### src/hw/rtl/line_pixel_stepper_macros.svh
// Assertion macros for the line pixel stepper RTL.
// Define ASSERT_OFF to compile the checks out; no other dependencies.
`ifndef LINE_PIXEL_STEPPER_MACROS_SVH
`define LINE_PIXEL_STEPPER_MACROS_SVH

`ifndef ASSERT_OFF
// Same-cycle implication, checked at every rising edge outside reset.
`define ASSERT_IMPLIES(lbl, clk, rst_n, ante, cons) \
	lbl: assert property (@(posedge clk) disable iff (!rst_n) (ante) |-> (cons)) \
		else $error("line_pixel_stepper: implication check failed");
// Next-cycle implication.
`define ASSERT_NEXT(lbl, clk, rst_n, ante, cons) \
	lbl: assert property (@(posedge clk) disable iff (!rst_n) (ante) |=> (cons)) \
		else $error("line_pixel_stepper: next-cycle check failed");
`else
`define ASSERT_IMPLIES(lbl, clk, rst_n, ante, cons)
`define ASSERT_NEXT(lbl, clk, rst_n, ante, cons)
`endif

`endif

### src/hw/rtl/lps_pkg.sv
// Shared constants and types for the line pixel stepper.
// No dependencies; imported by every module of the block.
package lps_pkg;

	localparam int COORD_BITS_DEF = 12;
	localparam int WIDTH_BITS     = 13;
	localparam int ADDR_BITS      = 26;
	localparam int COLOR_BITS     = 32;

	localparam logic [WIDTH_BITS-1:0] WIDTH_RESET = WIDTH_BITS'(1024);

	localparam logic OP_LOAD = 1'b0;
	localparam logic OP_STEP = 1'b1;

	// Status of the line walker toward the pipeline control.
	typedef struct packed {
		logic emit;    // the current transaction produces a pixel
		logic last;    // that pixel ends the line
		logic active;  // a line is in progress
	} walk_stat_t;

endpackage

### src/hw/rtl/lps_walk.sv
// Line walker: endpoint setup on load, per-pixel error update, line state.
// Depends on lps_pkg.
module lps_walk import lps_pkg::*; #(
	parameter int COORD_BITS = COORD_BITS_DEF
) (
	input  logic                  clk,
	input  logic                  arst_n,
	input  logic                  advance,
	input  logic                  opcode,
	input  logic [COORD_BITS-1:0] x0,
	input  logic [COORD_BITS-1:0] y0,
	input  logic [COORD_BITS-1:0] x1,
	input  logic [COORD_BITS-1:0] y1,
	input  logic [COLOR_BITS-1:0] color,
	output logic [COORD_BITS-1:0] px,
	output logic [COORD_BITS-1:0] py,
	output logic [COLOR_BITS-1:0] px_color,
	output walk_stat_t            stat
);

	localparam int ERR_W = COORD_BITS + 2;
	localparam int SUM_W = COORD_BITS + 3;

	logic                    active_q;
	logic [COORD_BITS-1:0]   major_pos_q, major_end_q, minor_pos_q, major_delta_q;
	logic signed [ERR_W-1:0] error_acc_q;
	logic [ERR_W-1:0]        error_step_q;
	logic                    steep_q, down_q;
	logic [COLOR_BITS-1:0]   color_q;

	logic [COORD_BITS-1:0]   dx, dy, a0, b0, a1, b1;
	logic [COORD_BITS-1:0]   ld_mpos, ld_mend, ld_minor, ld_minor_end, ld_mabs;
	logic                    ld_steep, ld_swap, is_load;

	logic [COORD_BITS-1:0]   cur_mpos, cur_mend, cur_minor, cur_delta;
	logic signed [ERR_W-1:0] cur_acc;
	logic [ERR_W-1:0]        cur_step;
	logic                    cur_steep, cur_down, last, do_minor;
	logic signed [SUM_W-1:0] acc_sum, acc_next;
	logic [COORD_BITS-1:0]   minor_next;

	// load setup: pick the major axis, order endpoints along it
	always_comb begin
		dx           = (x0 > x1) ? x0 - x1 : x1 - x0;
		dy           = (y0 > y1) ? y0 - y1 : y1 - y0;
		ld_steep     = dx < dy;
		a0           = ld_steep ? y0 : x0;
		b0           = ld_steep ? x0 : y0;
		a1           = ld_steep ? y1 : x1;
		b1           = ld_steep ? x1 : y1;
		ld_swap      = a0 > a1;
		ld_mpos      = ld_swap ? a1 : a0;
		ld_mend      = ld_swap ? a0 : a1;
		ld_minor     = ld_swap ? b1 : b0;
		ld_minor_end = ld_swap ? b0 : b1;
		ld_mabs      = ld_steep ? dx : dy;
	end

	assign is_load = (opcode == OP_LOAD);

	always_comb begin
		cur_mpos  = is_load ? ld_mpos : major_pos_q;
		cur_mend  = is_load ? ld_mend : major_end_q;
		cur_minor = is_load ? ld_minor : minor_pos_q;
		cur_delta = is_load ? (ld_mend - ld_mpos) : major_delta_q;
		cur_step  = is_load ? {1'b0, ld_mabs, 1'b0} : error_step_q;
		cur_acc   = is_load ? '0 : error_acc_q;
		cur_steep = is_load ? ld_steep : steep_q;
		cur_down  = is_load ? (ld_minor_end < ld_minor) : down_q;
		px_color  = is_load ? color : color_q;
	end

	// pixel out and error update; the sum can reach three major deltas
	always_comb begin
		px         = cur_steep ? cur_minor : cur_mpos;
		py         = cur_steep ? cur_mpos : cur_minor;
		last       = (cur_mpos == cur_mend);
		acc_sum    = {cur_acc[ERR_W-1], cur_acc} + {1'b0, cur_step};
		do_minor   = acc_sum > $signed({3'b000, cur_delta});
		acc_next   = do_minor ? acc_sum - $signed({2'b00, cur_delta, 1'b0}) : acc_sum;
		minor_next = cur_down ? cur_minor - 1'b1 : cur_minor + 1'b1;
	end

	assign stat.emit   = is_load || active_q;
	assign stat.last   = last;
	assign stat.active = active_q;

	always_ff @(posedge clk or negedge arst_n) begin
		if (!arst_n) begin
			active_q <= 1'b0;
		end else if (advance && stat.emit) begin
			active_q <= !last;
		end
	end

	always_ff @(posedge clk) begin
		if (advance && stat.emit) begin
			major_end_q   <= cur_mend;
			major_delta_q <= cur_delta;
			error_step_q  <= cur_step;
			steep_q       <= cur_steep;
			down_q        <= cur_down;
			color_q       <= px_color;
			major_pos_q   <= last ? cur_mpos : cur_mpos + 1'b1;
			minor_pos_q   <= (!last && do_minor) ? minor_next : cur_minor;
			error_acc_q   <= last ? cur_acc : acc_next[ERR_W-1:0];
		end
	end

endmodule

### src/hw/rtl/lps_addr.sv
// Output stage: byte address (row * width + column) * 4 and result register.
// Depends on lps_pkg.
module lps_addr import lps_pkg::*; #(
	parameter int COORD_BITS = COORD_BITS_DEF
) (
	input  logic                  clk,
	input  logic                  load,
	input  logic [COORD_BITS-1:0] px,
	input  logic [COORD_BITS-1:0] py,
	input  logic [COLOR_BITS-1:0] color,
	input  logic                  last,
	input  logic [WIDTH_BITS-1:0] width,
	output logic [COORD_BITS-1:0] pixel_x,
	output logic [COORD_BITS-1:0] pixel_y,
	output logic [ADDR_BITS-1:0]  byte_address,
	output logic [COLOR_BITS-1:0] pixel_color,
	output logic                  last_pixel
);

	localparam int PROD_W = COORD_BITS + WIDTH_BITS + 1;
	localparam int SUM_W  = (PROD_W + 2 > ADDR_BITS) ? PROD_W + 2 : ADDR_BITS;

	logic [SUM_W-1:0] pix_index;

	assign pix_index = SUM_W'(py) * SUM_W'(width) + SUM_W'(px);

	always_ff @(posedge clk) begin
		if (load) begin
			pixel_x      <= px;
			pixel_y      <= py;
			byte_address <= ADDR_BITS'(pix_index << 2);
			pixel_color  <= color;
			last_pixel   <= last;
		end
	end

endmodule

### src/hw/rtl/line_pixel_stepper.sv
// Line pixel stepper: integer line rasterizer, at most one pixel per transaction.
//
// Channels: in_* takes a load (opcode OP_LOAD: endpoints and color) or a step
// (OP_STEP); out_* returns pixel x/y, byte address, color and last_pixel.
// A load emits the first pixel of its line and replaces any line in progress;
// each step emits the next pixel. A step with no line in progress produces
// nothing. cfg_* writes image_width (pixels per row); cfg_ready is always high
// and width should only change while the block is idle.
// Throughput: one transaction per cycle unless out_ready back-pressure fills
// all stages. A result passes through the input register, the walker stage
// and the address/result register in turn. The walker updates its line state
// as each transaction advances; the row*width multiply sits in its own stage.
// Reset: asynchronous, active low; no line is active and image_width is 1024.
// Stalls: when out_ready is low the result register holds; the walker stage
// and input register keep filling, and in_ready drops only when all three
// stages are occupied.
// Depends on lps_pkg, lps_walk, lps_addr, line_pixel_stepper_macros.svh.
`include "line_pixel_stepper_macros.svh"

module line_pixel_stepper import lps_pkg::*; #(
	parameter int COORD_BITS = COORD_BITS_DEF
) (
	input  logic                  clk,
	input  logic                  arst_n,
	// configuration
	input  logic                  cfg_valid,
	output logic                  cfg_ready,
	input  logic [WIDTH_BITS-1:0] image_width,
	// input transactions
	input  logic                  in_valid,
	output logic                  in_ready,
	input  logic                  opcode,
	input  logic [COORD_BITS-1:0] start_x,
	input  logic [COORD_BITS-1:0] start_y,
	input  logic [COORD_BITS-1:0] end_x,
	input  logic [COORD_BITS-1:0] end_y,
	input  logic [COLOR_BITS-1:0] line_color,
	// result transactions
	output logic                  out_valid,
	input  logic                  out_ready,
	output logic [COORD_BITS-1:0] pixel_x,
	output logic [COORD_BITS-1:0] pixel_y,
	output logic [ADDR_BITS-1:0]  byte_address,
	output logic [COLOR_BITS-1:0] pixel_color,
	output logic                  last_pixel
);

	logic [WIDTH_BITS-1:0] width_q;

	// stage 1: input register
	logic                  valid_s1, opcode_s1;
	logic [COORD_BITS-1:0] x0_s1, y0_s1, x1_s1, y1_s1;
	logic [COLOR_BITS-1:0] color_s1;

	// stage 2: pixel from the walker
	logic                  valid_s2, last_s2;
	logic [COORD_BITS-1:0] x_s2, y_s2;
	logic [COLOR_BITS-1:0] color_s2;

	// stage 3: result register (payload lives in lps_addr)
	logic                  valid_s3;

	logic                  ready_s1, ready_s2, advance;
	logic [COORD_BITS-1:0] walk_x, walk_y;
	logic [COLOR_BITS-1:0] walk_color;
	walk_stat_t            stat;

	// a stage may load when it is empty or its contents move on
	assign ready_s2  = !valid_s3 || out_ready;
	assign ready_s1  = !valid_s2 || ready_s2;
	assign in_ready  = !valid_s1 || ready_s1;
	assign advance   = valid_s1 && ready_s1;
	assign out_valid = valid_s3;
	assign cfg_ready = 1'b1;

	always_ff @(posedge clk or negedge arst_n) begin
		if (!arst_n) begin
			width_q <= WIDTH_RESET;
		end else if (cfg_valid) begin
			width_q <= image_width;
		end
	end

	always_ff @(posedge clk or negedge arst_n) begin
		if (!arst_n) begin
			valid_s1 <= 1'b0;
			valid_s2 <= 1'b0;
			valid_s3 <= 1'b0;
		end else begin
			if (in_ready) begin
				valid_s1 <= in_valid;
			end
			if (ready_s1) begin
				valid_s2 <= advance && stat.emit;
			end
			if (ready_s2) begin
				valid_s3 <= valid_s2;
			end
		end
	end

	always_ff @(posedge clk) begin
		if (in_valid && in_ready) begin
			opcode_s1 <= opcode;
			x0_s1     <= start_x;
			y0_s1     <= start_y;
			x1_s1     <= end_x;
			y1_s1     <= end_y;
			color_s1  <= line_color;
		end
	end

	always_ff @(posedge clk) begin
		if (advance && stat.emit) begin
			x_s2     <= walk_x;
			y_s2     <= walk_y;
			color_s2 <= walk_color;
			last_s2  <= stat.last;
		end
	end

	lps_walk #(
		.COORD_BITS(COORD_BITS)
	) u_walk (
		.clk      (clk),
		.arst_n   (arst_n),
		.advance  (advance),
		.opcode   (opcode_s1),
		.x0       (x0_s1),
		.y0       (y0_s1),
		.x1       (x1_s1),
		.y1       (y1_s1),
		.color    (color_s1),
		.px       (walk_x),
		.py       (walk_y),
		.px_color (walk_color),
		.stat     (stat)
	);

	lps_addr #(
		.COORD_BITS(COORD_BITS)
	) u_addr (
		.clk          (clk),
		.load         (valid_s2 && ready_s2),
		.px           (x_s2),
		.py           (y_s2),
		.color        (color_s2),
		.last         (last_s2),
		.width        (width_q),
		.pixel_x      (pixel_x),
		.pixel_y      (pixel_y),
		.byte_address (byte_address),
		.pixel_color  (pixel_color),
		.last_pixel   (last_pixel)
	);

	// a step with no line in progress must not create a pixel
	`ASSERT_NEXT(a_idle_step_silent, clk, arst_n, advance && opcode_s1 == OP_STEP && !stat.active, !valid_s2)
	// every load produces a pixel
	`ASSERT_IMPLIES(a_load_emits, clk, arst_n, advance && opcode_s1 == OP_LOAD, stat.emit)
	// the final pixel ends the line
	`ASSERT_NEXT(a_last_ends_line, clk, arst_n, advance && stat.emit && stat.last, !stat.active)
	// a blocked walker stage keeps its pixel
	`ASSERT_NEXT(a_s2_holds, clk, arst_n, valid_s2 && !ready_s1, valid_s2 && $stable(x_s2) && $stable(y_s2))

endmodule

### config.mk
export PLATFORM = sky130hd
export DESIGN_NAME = line_pixel_stepper
export DESIGN_NICKNAME = d
export VERILOG_FILES = /design/src/hw/rtl/lps_pkg.sv /design/src/hw/rtl/lps_walk.sv /design/src/hw/rtl/lps_addr.sv /design/src/hw/rtl/line_pixel_stepper.sv
export VERILOG_INCLUDE_DIRS = /design/src /design/src/hw/rtl
export SDC_FILE = /design/constraint.sdc
export NUM_CORES = 1
export LEC_CHECK = 0
export BUFFER_PORTS_ARGS = -buffer_cell sky130_fd_sc_hd__buf_2
export CAP_MARGIN = 20
export CORE_ASPECT_RATIO = 1.25
export CORE_MARGIN = 2
export CORE_UTILIZATION = 35
export DETAILED_ROUTE_END_ITERATION = 10
export HOLD_SLACK_MARGIN = 0.1
export PLACE_DENSITY = 0.48
export SLEW_MARGIN = 15
export SYNTH_ARGS = -nofsm -noshare
export SYNTH_HDL_FRONTEND = slang
export SYNTH_SLANG_ARGS = --single-unit
### constraint.sdc
create_clock -name clk -period 24.8 [get_ports clk]
set_clock_uncertainty 0.1 [all_clocks]
set_input_delay 4.96 -clock clk [delete_from_list [all_inputs] [get_ports clk]]
set_output_delay 4.96 -clock clk [all_outputs]
set_load 0.02 [all_outputs]
==> flow_summary.ini <==
[cts]
tritoncts = done
h-tree-depth = 2
clock_sinks = 314
cts_buffers = 39
hold_buffers = 0
insertion_delay_ns = 0.59
cts_setup_buffers = 0
clockRootBuffer = clkbuf_16
clkTransAtPathRegs_ns = 0.06
postCtsResizedCells = 0
clk_path_buf_depth = 3

[layout]
num-nets-final = 2916
drive_above_1_share_pct = 13.39
diodes = 0
multiInputGateArea_um2 = 13240
fillCellCount = 6742
regArea_um2 = 9345
syn_to_final_growth_pct = 12.88

[sta]
setup_tns_ns = 0
drv_slew = 0
setup_viol = 0
min_period_ns = 13.90
worst_slew_pin_slew_ns = 1.003
post-route-period-util_pct = 56.04
hold_violations = 0
rsz0062_at_grt = false
relSlewSlack_pct = 32.75
fmax_mhz = 71.96

[global_routing]
grtUsageMet2_pct = 37.87
grt_max_degree = 81
grt_pass1_wl_mm = 109.0
antenna_found_initial = 0
grt.busiest_layer = met2
use_met3_pct = 2.329
met1_usage_pct = 23.47
grtUsageTotal_pct = 20.16
grt_overflow = 0
first_global_vias = 18492

[status]
status = finished, final reports clean

[route]
route.detailed.drc = 0
ant_nets = 0
drt_iter0_markers = 1231
avgViaCountPerCell = 5.193
avgRoutedWirePerCell_um = 20.58
vias = 17641
wirelength_mm = 69.92
first_pass_iters = 5

[logic_synthesis]
synth_edf_count = 297
yosysTopAreaCellShare_pct = 37.18
yosysWarnings = 0
synth.area.top_cells = edfxtp_1, fa_1, ha_1
yosysTopAreaCell = edfxtp_1
syn-cell-area_um2 = 23990
yosysUniqueCellTypes = 100
synth_most_common_cell = edfxtp_1
synthTopCellsByCount = edfxtp_1, nand2_1, inv_1
syn_inst = 2356
synth-main-ff-cell = edfxtp_1
syn_avg_cell_area_um2 = 10.18
seq_area_frac_synth_pct = 38.96
async_reset_ff_share_pct = 5.414
ys_ff_latch = 314

[critical_path]
crit_fanout = 65
cp_data_required_time_ns = 25.00
crit_slowest_cell = a31oi_4
cp-start-kind = flip-flop
cp.arrival_ns = 14.10
worstSetupPathType = reg -> reg
critical-path-top-delay-family = compound AO/OA/AOI/OAI gates
cpPeakStageDelay_ns = 0.77
path_buf_inv = 4
end_kind = flip-flop
path_common_cell = a21oi_1

[floorplanning]
dieWidth_um = 238.2
num_rows = 107
die_area_um2 = 70660
coreArea_um2 = 68010
start_util_pct = 35.27
die_h_um = 296.7
pin_count = 185

[worst_hold_path]
hp-class = reg -> reg

[place]
dp_hpwl_mm = 55.75
gp_congestion = 0.9208
port_buffers = 181

[run]
maxCapViolations = 0
worst paths after layout:
kind,slack [ns],startpoint,cells after the start,endpoint
worst max-delay path,10.90,y0_s1[0],49,u_walk.minor_pos_q[1]
worst min-delay path,0.31,color_s1[0],0,u_walk.color_q[0]
worst max register to register,10.90,y0_s1[0],49,u_walk.minor_pos_q[1]
worst min register to register,0.31,color_s1[0],0,u_walk.color_q[0]
max in group asynchronous,20.03,arst_n,1,width_q[10]
min in group asynchronous,4.23,arst_n,1,u_walk.active_q
placed cells by master, fill, tap and decap left out, types with 12 or more instances in the layout:
cell type	instances
mux2i_1	49
a21oi_1	162
clkbuf_16	39
ha_1	193
nor2_1	139
a211oi_1	12
nand2_1	270
o21bai_1	21
nand4_1	40
xor2_1	35
nand3_1	31
nand2b_1	17
dfrtp_1	16
edfxtp_1	297
mux2_2	24
fa_1	127
nor3_1	45
and2_1	70
a21o_1	42
buf_2	181
inv_1	263
a31oi_1	14
o21ai_0	102
nor2b_1	17
buf_4	19
xnor2_1	69
state kept, by name, summed over array words and instances (netlist names), 13 cells and up:
signal	cells
width_q	13
color_s1	32
u_walk.error_acc_q	14
u_addr.pixel_color	32
u_addr.byte_address	24
u_walk.error_step_q	14
u_walk.color_q	32
cells by family (layout without fill, tap and decap cells):
logic type / count (synthesis) / after routing / share of synthesized area (%)
DFF: 314 / 314 / 38.96
xor gates and xnor gates: 104 / 104 / 3.797
adders and majority gates: 324 / 324 / 20.84
muxes: 78 / 78 / 3.406
buffers and inverters: 366 / 534 / 6.009
and+or+nand+nor: 694 / 694 / 13.89
other: 2 / 3 / 0.03131
AOI/OAI and AO/OA: 474 / 474 / 13.07
through the flow:
step | util [%] | setup slack [ns] | cells | area, um2 | hold slack (ns)
after floorplan | - | 12.62 | 2357 | 23990 | 0.3003
after global placement | 37.82 | 11.31 | 3328 | 25720 | 0.3012
after detailed placement | 37.82 | 10.97 | 3328 | 25720 | 0.3045
after CTS | 39.81 | 10.92 | 3397 | 27080 | 0.3111
after global routing | 39.81 | 9.673 | 3397 | 27080 | 0.3118
final | 39.81 | 10.90 | 3397 | 27080 | 0.3108
layout make-up:
cell class / count / share of cell area [%]
clock buffer: 46 / 3.701
clock inverter: 23 / 1.298
inverter: 265 / 3.674
multi-input combinational: 1677 / 48.91
sequential: 314 / 34.51
tap: 872 / 4.029
timing repair buffer: 200 / 3.872
worst reg2reg max path: cells and delay by family (launching register included):
kind                     cells  cell delay (ns)
AO/OA/AOI/OAI               22             5.98
adder cells (fa/ha/maj)      5             1.68
XOR/XNOR                     1             0.12
buffers and inverters        4             1.04
multiplexers                 2             0.77
AND/OR/NAND/NOR             15             3.54
flip-flops                   1             0.42
per-layer routing:
| metal | share of wire (%) | wire length, um |
|---|---|---|
| met5 | 0 | 0 |
| met4 | 3.7 | 2598 |
| met3 | 3.6 | 2505 |
| met2 | 53 | 36740 |
| met1 | 40 | 28080 |
Power is not shown: default switching activity piles up to over one toggle a cycle in this logic, so the estimate is an artifact.
